--- src/rtl/rhs_pkg.sv ---
// shared types and constants for the rail homing and shuttle block
// no dependencies; imported by every module under rtl
`default_nettype none
package rhs_pkg;

  localparam int POSITION_BITS  = 24;
  localparam int SPEED_BITS     = 14;
  localparam int CFG_BITS       = 13;
  localparam int TRIP_BITS      = 16;
  localparam int CFG_INDEX_BITS = 2;

  // configuration register indexes
  localparam logic [CFG_INDEX_BITS-1:0] CFG_SEEK_SPEED  = CFG_INDEX_BITS'(0);
  localparam logic [CFG_INDEX_BITS-1:0] CFG_CREEP_SPEED = CFG_INDEX_BITS'(1);

  localparam logic [CFG_BITS-1:0]  SEEK_SPEED_RESET  = CFG_BITS'(1000);
  localparam logic [CFG_BITS-1:0]  CREEP_SPEED_RESET = CFG_BITS'(100);
  localparam logic [TRIP_BITS-1:0] TRIPS_RESET       = TRIP_BITS'(1);

  typedef enum logic [1:0] {
    HOME_SEEK_LEFT,
    HOME_CREEP_LEFT_OFF,
    HOME_SEEK_RIGHT,
    HOME_CREEP_RIGHT_OFF
  } home_step_t;

  typedef struct packed {
    logic                            left_switch;
    logic                            right_switch;
    logic signed [POSITION_BITS-1:0] position;
    logic                            enable;
  } item_t;

  typedef struct packed {
    logic signed [SPEED_BITS-1:0]    speed_command;
    logic signed [POSITION_BITS-1:0] position_target;
    logic                            moving_right;
    logic                            motor_cut;
    logic                            clear_position;
    logic                            homed;
    logic [TRIP_BITS-1:0]            trip_count;
  } result_t;

endpackage
`default_nettype wire

--- src/rtl/rhs_in_reg.sv ---
// input register stage: holds one accepted item until the control logic takes it
// depends on rhs_pkg
`default_nettype none
module rhs_in_reg (
  input  logic           clk,
  input  logic           rst,
  input  logic           in_valid,
  output logic           in_ready,
  input  rhs_pkg::item_t item_in,
  input  logic           advance,
  output logic           step,
  output rhs_pkg::item_t item_out
);
  import rhs_pkg::*;

  logic  held_valid;
  item_t held;

  assign step     = held_valid && advance;
  assign in_ready = !held_valid || advance;
  assign item_out = held;

  always_ff @(posedge clk) begin
    if (rst) begin
      held_valid <= 1'b0;
    end else if (in_ready) begin
      held_valid <= in_valid;
    end
  end

  always_ff @(posedge clk) begin
    if (in_valid && in_ready) begin
      held <= item_in;
    end
  end

endmodule
`default_nettype wire

--- src/rtl/rhs_ctrl.sv ---
// homing sequencer, shuttle logic, configuration and state registers
// depends on rhs_pkg
`default_nettype none
module rhs_ctrl (
  input  logic                                 clk,
  input  logic                                 rst,
  input  logic                                 cfg_write,
  input  logic [rhs_pkg::CFG_INDEX_BITS-1:0]   cfg_index,
  input  logic [rhs_pkg::CFG_BITS-1:0]         cfg_data,
  input  logic                                 step,
  input  rhs_pkg::item_t                       item,
  output rhs_pkg::result_t                     res
);
  import rhs_pkg::*;

  logic [CFG_BITS-1:0] seek_speed;
  logic [CFG_BITS-1:0] creep_speed;

  home_step_t                      homing_step, homing_step_next;
  logic                            homed_flag, homed_flag_next;
  logic                            direction_right, direction_right_next;
  logic signed [POSITION_BITS-1:0] track_length, track_length_next;
  logic                            rebound_pending, rebound_pending_next;
  logic                            rebound_cut, rebound_cut_next;
  logic [TRIP_BITS-1:0]            trips, trips_next;
  logic signed [SPEED_BITS-1:0]    speed_reg, speed_reg_next;
  logic signed [POSITION_BITS-1:0] target_reg, target_reg_next;
  logic                            clear;

  logic signed [SPEED_BITS-1:0] seek_right, seek_left, creep_right, creep_left;
  assign seek_right  = SPEED_BITS'({1'b0, seek_speed});
  assign creep_right = SPEED_BITS'({1'b0, creep_speed});
  assign seek_left   = -seek_right;
  assign creep_left  = -creep_right;

  always_ff @(posedge clk) begin
    if (rst) begin
      seek_speed  <= SEEK_SPEED_RESET;
      creep_speed <= CREEP_SPEED_RESET;
    end else if (cfg_write) begin
      if (cfg_index == CFG_SEEK_SPEED) begin
        seek_speed <= cfg_data;
      end
      if (cfg_index == CFG_CREEP_SPEED) begin
        creep_speed <= cfg_data;
      end
    end
  end

  always_ff @(posedge clk) begin
    if (rst) begin
      homing_step     <= HOME_SEEK_LEFT;
      homed_flag      <= 1'b0;
      direction_right <= 1'b0;
      track_length    <= '0;
      rebound_pending <= 1'b0;
      rebound_cut     <= 1'b0;
      trips           <= TRIPS_RESET;
      speed_reg       <= '0;
      target_reg      <= '0;
    end else if (step) begin
      homing_step     <= homing_step_next;
      homed_flag      <= homed_flag_next;
      direction_right <= direction_right_next;
      track_length    <= track_length_next;
      rebound_pending <= rebound_pending_next;
      rebound_cut     <= rebound_cut_next;
      trips           <= trips_next;
      speed_reg       <= speed_reg_next;
      target_reg      <= target_reg_next;
    end
  end

  always_comb begin
    homing_step_next     = homing_step;
    homed_flag_next      = homed_flag;
    direction_right_next = direction_right;
    track_length_next    = track_length;
    rebound_pending_next = rebound_pending;
    rebound_cut_next     = rebound_cut;
    trips_next           = trips;
    speed_reg_next       = speed_reg;
    target_reg_next      = target_reg;
    clear                = 1'b0;

    if (!item.enable) begin
      homed_flag_next = 1'b0;
    end else if (homed_flag) begin
      // heading left: rebound off the left switch
      if (!direction_right_next) begin
        target_reg_next = '0;
        if (item.left_switch) begin
          rebound_pending_next = 1'b1;
          rebound_cut_next     = 1'b1;
        end
        if (rebound_pending_next && !item.left_switch) begin
          trips_next           = trips + TRIP_BITS'(1);
          direction_right_next = 1'b1;
          target_reg_next      = track_length_next;
          clear                = 1'b1;
          rebound_pending_next = 1'b0;
          rebound_cut_next     = 1'b0;
        end
      end
      // heading right, possibly just turned this tick
      if (direction_right_next) begin
        target_reg_next = track_length_next;
        if (item.right_switch) begin
          rebound_pending_next = 1'b1;
          rebound_cut_next     = 1'b1;
        end
        if (rebound_pending_next && !item.right_switch) begin
          direction_right_next = 1'b0;
          target_reg_next      = '0;
          track_length_next    = item.position;
          rebound_pending_next = 1'b0;
          rebound_cut_next     = 1'b0;
        end
      end
      if (rebound_pending_next) begin
        rebound_cut_next = 1'b1;
      end
    end else begin
      case (homing_step)
        HOME_SEEK_LEFT: begin
          if (item.left_switch) begin
            speed_reg_next   = '0;
            homing_step_next = HOME_CREEP_LEFT_OFF;
          end else begin
            speed_reg_next = seek_left;
          end
        end
        HOME_CREEP_LEFT_OFF: begin
          if (item.left_switch) begin
            speed_reg_next = creep_right;
          end else begin
            speed_reg_next   = '0;
            clear            = 1'b1;
            homing_step_next = HOME_SEEK_RIGHT;
          end
        end
        HOME_SEEK_RIGHT: begin
          if (item.right_switch) begin
            speed_reg_next   = '0;
            homing_step_next = HOME_CREEP_RIGHT_OFF;
          end else begin
            speed_reg_next = seek_right;
          end
        end
        HOME_CREEP_RIGHT_OFF: begin
          if (item.right_switch) begin
            speed_reg_next = creep_left;
          end else begin
            speed_reg_next       = '0;
            track_length_next    = item.position;
            homing_step_next     = HOME_SEEK_LEFT;
            homed_flag_next      = 1'b1;
            direction_right_next = 1'b0;
            target_reg_next      = '0;
          end
        end
        default: begin
          homing_step_next = HOME_SEEK_LEFT;
        end
      endcase
    end
  end

  assign res.speed_command   = speed_reg_next;
  assign res.position_target = target_reg_next;
  assign res.moving_right    = direction_right_next;
  assign res.motor_cut       = rebound_cut_next;
  assign res.clear_position  = clear;
  assign res.homed           = homed_flag_next;
  assign res.trip_count      = trips_next;

`ifndef SYNTHESIS
  a_step_hold: assert property (@(posedge clk) disable iff (rst)
    !step |=> $stable(homing_step) && $stable(trips) && $stable(track_length))
    else $error("state moved without an item");

  a_trip_inc: assert property (@(posedge clk) disable iff (rst)
    step |=> (trips == $past(trips)) || (trips == $past(trips) + TRIP_BITS'(1)))
    else $error("trip count jumped");

  // the right switch may already be pressed in the tick that turns right
  a_clear_dir: assert property (@(posedge clk) disable iff (rst)
    (step && res.clear_position && res.homed) |-> res.moving_right)
    else $error("position clear at left end without turning right");

  a_disabled: assert property (@(posedge clk) disable iff (rst)
    (step && !item.enable) |-> !res.homed && !res.clear_position)
    else $error("disabled tick reported homed or clear");
`endif

endmodule
`default_nettype wire

--- src/rtl/rhs_out_reg.sv ---
// result register: holds one result until the consumer takes it
// depends on rhs_pkg
`default_nettype none
module rhs_out_reg (
  input  logic             clk,
  input  logic             rst,
  input  logic             load,
  input  rhs_pkg::result_t res_in,
  output logic             can_load,
  output logic             out_valid,
  input  logic             out_ready,
  output rhs_pkg::result_t res_out
);
  import rhs_pkg::*;

  result_t held;

  assign can_load = !out_valid || out_ready;
  assign res_out  = held;

  always_ff @(posedge clk) begin
    if (rst) begin
      out_valid <= 1'b0;
    end else if (can_load) begin
      out_valid <= load;
    end
  end

  always_ff @(posedge clk) begin
    if (load) begin
      held <= res_in;
    end
  end

endmodule
`default_nettype wire

--- src/rtl/rail_homing_and_shuttle.sv ---
// Rail homing and shuttle controller: one result per control tick. An item
// is taken into an input register, its tick is evaluated against the
// homing/shuttle state and written to a result register; a new item is
// accepted every cycle while the result register drains. Configuration
// writes (seek and creep speed) are always accepted and take effect for
// the next evaluated item.
// depends on rhs_pkg, rhs_in_reg, rhs_ctrl, rhs_out_reg
`default_nettype none
module rail_homing_and_shuttle (
  input  logic                                     clk,
  input  logic                                     rst,
  input  logic                                     cfg_valid,
  output logic                                     cfg_ready,
  input  logic [rhs_pkg::CFG_INDEX_BITS-1:0]       cfg_index,
  input  logic [rhs_pkg::CFG_BITS-1:0]             cfg_data,
  input  logic                                     in_valid,
  output logic                                     in_ready,
  input  logic                                     left_switch,
  input  logic                                     right_switch,
  input  logic signed [rhs_pkg::POSITION_BITS-1:0] position,
  input  logic                                     enable,
  output logic                                     out_valid,
  input  logic                                     out_ready,
  output logic signed [rhs_pkg::SPEED_BITS-1:0]    speed_command,
  output logic signed [rhs_pkg::POSITION_BITS-1:0] position_target,
  output logic                                     moving_right,
  output logic                                     motor_cut,
  output logic                                     clear_position,
  output logic                                     homed,
  output logic [rhs_pkg::TRIP_BITS-1:0]            trip_count
);
  import rhs_pkg::*;

  item_t   item_in, item;
  result_t res, res_out;
  logic    step, can_load;

  assign cfg_ready = 1'b1;

  assign item_in.left_switch  = left_switch;
  assign item_in.right_switch = right_switch;
  assign item_in.position     = position;
  assign item_in.enable       = enable;

  rhs_in_reg u_in_reg (
    .clk      (clk),
    .rst      (rst),
    .in_valid (in_valid),
    .in_ready (in_ready),
    .item_in  (item_in),
    .advance  (can_load),
    .step     (step),
    .item_out (item)
  );

  rhs_ctrl u_ctrl (
    .clk       (clk),
    .rst       (rst),
    .cfg_write (cfg_valid && cfg_ready),
    .cfg_index (cfg_index),
    .cfg_data  (cfg_data),
    .step      (step),
    .item      (item),
    .res       (res)
  );

  rhs_out_reg u_out_reg (
    .clk       (clk),
    .rst       (rst),
    .load      (step),
    .res_in    (res),
    .can_load  (can_load),
    .out_valid (out_valid),
    .out_ready (out_ready),
    .res_out   (res_out)
  );

  assign speed_command   = res_out.speed_command;
  assign position_target = res_out.position_target;
  assign moving_right    = res_out.moving_right;
  assign motor_cut       = res_out.motor_cut;
  assign clear_position  = res_out.clear_position;
  assign homed           = res_out.homed;
  assign trip_count      = res_out.trip_count;

`ifndef SYNTHESIS
  a_no_stall_when_free: assert property (@(posedge clk) disable iff (rst)
    (!out_valid || out_ready) |-> in_ready)
    else $error("input stalled while result side is free");
`endif

endmodule
`default_nettype wire

--- config.mk ---
export PLATFORM = sky130hd
export DESIGN_NAME = rail_homing_and_shuttle
export DESIGN_NICKNAME = d
export VERILOG_FILES = /design/src/rtl/rhs_pkg.sv /design/src/rtl/rhs_in_reg.sv /design/src/rtl/rhs_ctrl.sv /design/src/rtl/rhs_out_reg.sv /design/src/rtl/rail_homing_and_shuttle.sv
export SDC_FILE = /design/constraint.sdc
export NUM_CORES = 1
export LEC_CHECK = 0
export BUFFER_PORTS_ARGS = -buffer_cell sky130_fd_sc_hd__buf_4
export CAP_MARGIN = 30
export CORE_ASPECT_RATIO = 2
export CORE_MARGIN = 10
export CORE_UTILIZATION = 48
export DETAILED_ROUTE_END_ITERATION = 7
export GPL_TIMING_DRIVEN = 0
export PLACE_DENSITY = 0.78
export SLEW_MARGIN = 20
export SYNTH_ARGS = -nofsm -noshare
export SYNTH_HDL_FRONTEND = slang
export SYNTH_SLANG_ARGS = --single-unit
--- constraint.sdc ---
create_clock -name clk -period 2.8 [get_ports clk]
set_input_delay 0 -clock clk [delete_from_list [all_inputs] [get_ports clk]]
set_output_delay 0 -clock clk [all_outputs]
set_load 0.01 [all_outputs]
==> results by group <==
Power and ir drop
  – Switch Pwr: 1.457 mW
  – Power Density: 572.3 mW/mm^2
  – Combinational share of power: 7.5%
  – Max IR drop VDD: 0.4668 mV
  – Int Pwr: 4.475 mW
  – Seq pwr share: 52.8%
  – Sw frac: 24.57%
  – Clock share of power: 39.7%
  – Lkg Pwr: 3.753 nW

Min path
  – Hold Path End: u_ctrl.seek_speed[10]
  – Worst Hold Class: primary input to flip-flop
  – WHS Path Cells: 4
  – Worst hold start: cfg_index[0]

Timing
  – Setup ws final: 0.02690 ns
  – Worst slew pin tran: 1.032 ns
  – Final Setup Violations: 0
  – Clk_skew: 0.01248 ns
  – Slew HR: 30.23%
  – Minimum clock period: 2.773 ns
  – Period utilization: 99.04%
  – Final Hold Viols: 0
  – Final setup TNS: 0 ns
  – Final Max Tran Viols: 0
  – Max Clock Freq: 0.3606 GHz
  – RSZ-0062 raised after global routing: no

Final layout
  – Diodes inserted: 0
  – FILL cells: 1334
  – Max reg flops: 58
  – Area of the multi-input gates: 0.003179 mm^2
  – Share of cells above drive strength 1: 15.94%
  – Reg area: 0.004795 mm^2
  – Final instance area: 0.01036 mm^2
  – Area grow syn2layout: 25.80%
  – Nets@finish: 1033
  – Finished Layout Cells: 1198

Routing
  – 1st-iter DRT viols: 331
  – WL per Instance: 18.38 um
  – DRT Pass-1 Iters: 5
  – DRC Markers: 0
  – Via density: 5.589
  – Routed Wire Length: 22020 um
  – Via count: 6696
  – Post-route ant nets: 0

Placed design
  – DP HPWL: 15830 um
  – Dpl ws: 0.06985 ns
  – Placed cells: 1121
  – PortBufs: 105
  – GPL Wtd Cong: 0.9494
  – Area post-placement: 0.009338 mm^2

Global routing
  – Largest net degree at the start of global routing: 45
  – M2 GR Usage: 36.10%
  – Vias in the first global route: 6774
  – First-pass GRT wire length: 34640 um
  – Total track usage: 18.66%
  – Met1 usage: 17.24%
  – Global routing's busiest layer: met2
  – Grt ovf: 0
  – Met3 Use GR: 4.024%
  – Initial antenna violation count: 0

Clock tree
  – Clock root buffer: clkbuf_16
  – Clk_lat worst skew: 0.43 ns
  – H-tree depth: 4
  – CTS tree: done
  – Clk buf depth: 2
  – Clock buffer count from CTS: 17
  – Post-CTS Setup Inserts: 0
  – TritonCTS Sinks: 197
  – Clock slew at reported path FFs: 0.07 ns

Floorplan
  – Std cell rows: 67
  – Die X: 112.6 um
  – Core Region: 0.01685 mm^2
  – Ports: 108
  – Die height: 205.3 um
  – Initial core utilization: 48.90%
  – Die Area: 0.02312 mm^2

Synth
  – Syn Nets: 861
  – Post-synth EDFFs: 85
  – Synthesized instance count: 806
  – Main synth FF type: dfxtp_1
  – Sequential cell area fraction in the yosys report: 58.19%
  – Async set-or-reset flop fraction in the synthesized netlist: 0%
  – Warnings, synthesis: 0
  – Mapped Area: 0.008239 mm^2
  – Syn_area_per_cell: 10.22 um^2
  – Seq cells post-synth: 197
  – Cell variety after synth: 68

Setup path
  – FF-to-FF path depth: 7
  – Critical path endpoint category: flip-flop
  – CP arrival: 2.95 ns
  – Worst r2r dst: u_out_reg.res_out[54]
  – R2R Setup Slk: 0.03 ns
  – Crit Path Class: flip-flop to flip-flop
  – Crit path launch type: flip-flop
  – CP max FO: 4
  – Reg-to-Reg Start: u_ctrl.creep_speed[0]
  – Worst endpoint required time: 2.98 ns

Flow run
  – Max-cap violations: 0

Outcome
  – Outcome: complete, no violations
-- what timing repair did --
item	CTS	global route
setup endpoints to repair	0	42
resized for setup	0	3
hold endpoints to repair	55	0
hold buffers	45	0
-- per-stage QoR --
step / utilization (%) / hold slack [ns] / power, mW
finish: 61.51 / 0.04648 / 5.932
global route: 61.51 / 0.07865 / 6.133
CTS: 61.43 / 0.006761 / 5.964
detailed placement: 55.42 / 0.1795 / 3.586
global placement: 55.12 / 0.1790 / 3.573
floorplan: - / 0.09887 / 3.384
-- Yosys cell counts, types with 14 or more instances --
master    count  area [um^2]
a21oi_1      66        330.3
a22o_1       25        219.0
a22oi_1      26        195.2
clkbuf_1     48        180.2
dfxtp_1     112         2242
edfxtp_1     85         2552
nand2_1     125        469.2
nor2_1       74        277.8
nor3_1       14        70.07
o21ai_0      18        90.09
xnor2_1      19        166.4
xor2_1       17        148.9
-- cells in the final DEF (no fill, tap or decap), types with 7 or more instances in the layout --
cell type      netlist  layout
inv_1               12      12
or3_1                8       8
nand3b_1            12      12
clkbuf_16            0      17
nand2b_1             9       9
xor2_1              17      17
dlygate4sd3_1        0      45
nand4_1              7       7
a21oi_1             66      65
a211oi_1            10      10
nor3_1              14      13
nor4_1               8       8
o21ai_0             18      18
xnor2_1             19      19
dfxtp_1            112     112
nand2_1            125     125
edfxtp_1            85      85
a22o_1              25      25
ha_1                 8       8
buf_4                1     106
nor2_1              74      74
nand3_1             12      12
clkbuf_1            48      48
a22oi_1             26      26
-- power groups by stage --
| stage | Clock (mW) | Combinational, mW | Sequential (mW) |
|---|---|---|---|
| after global routing | 2.51 | 0.482 | 3.14 |
| final | 2.36 | 0.444 | 3.13 |
| after global placement | 0 | 0.377 | 3.20 |
| after floorplan | 0 | 0.179 | 3.20 |
| after detailed placement | 0 | 0.389 | 3.20 |
| after CTS | 2.39 | 0.441 | 3.13 |
-- routing by layer --
metal  up-vias  wire length (um)
li1       3245                 -
met3        63              1111
met2       211             12480
met5         -                 0
met1      3177              7442
met4         0               980
-- cells by family (layout without fill, tap and decap cells) --
kind of cell               Yosys count  count (layout)  share of synthesized area, %
AOI/OAI and AO/OA                  188             188                         15.26
xor gates and xnor gates            36              36                         3.827
adders and majority gates            8               8                         1.215
buffers and inverters               67             252                         3.386
DFF                                197             197                         58.19
muxes                                4               4                        0.5011
other                                1               1                       0.04551
and+or+nand+nor                    305             305                         17.57
-- cell type report --
| type | count | share of cell area [%] |
|---|---|---|
| tap | 207 | 2.499 |
| multi-input combinational | 542 | 30.67 |
| buffer | 55 | 2.294 |
| inverter | 12 | 0.4346 |
| sequential | 197 | 46.26 |
| clock inverter | 14 | 1.292 |
| clock buffer | 18 | 4.141 |
| timing repair buffer | 153 | 12.41 |
-- critical path, cell delays in order (launching register included) --
cell,delay [ns]
dfxtp_1,0.34
inv_1,0.09
ha_1,0.24
nor4b_1,0.86
nand2_1,0.30
mux2i_1,0.18
a221oi_1,0.44
nor2_1,0.07
-- worst max-delay path by stage --
stage	start	to	slack (ns)	cells past startpoint
2_1_floorplan	u_ctrl.creep_speed[2]	u_out_reg.res_out[57]	0.47	7
3_3_place_gp	u_out_reg.out_valid	u_ctrl.speed_reg[3]	-0.01	7
3_5_place_dp	u_in_reg.item_out[26]	u_ctrl.target_reg[15]	0.07	7
4_1_cts	u_in_reg.item_out[26]	u_ctrl.target_reg[16]	0.0008	7
5_1_grt	u_ctrl.homing_step[0]	u_ctrl.track_length[12]	0.01	7
6_report	u_ctrl.creep_speed[0]	u_out_reg.res_out[54]	0.03	7
No activity file was read; power rests on OpenSTA's default activity.
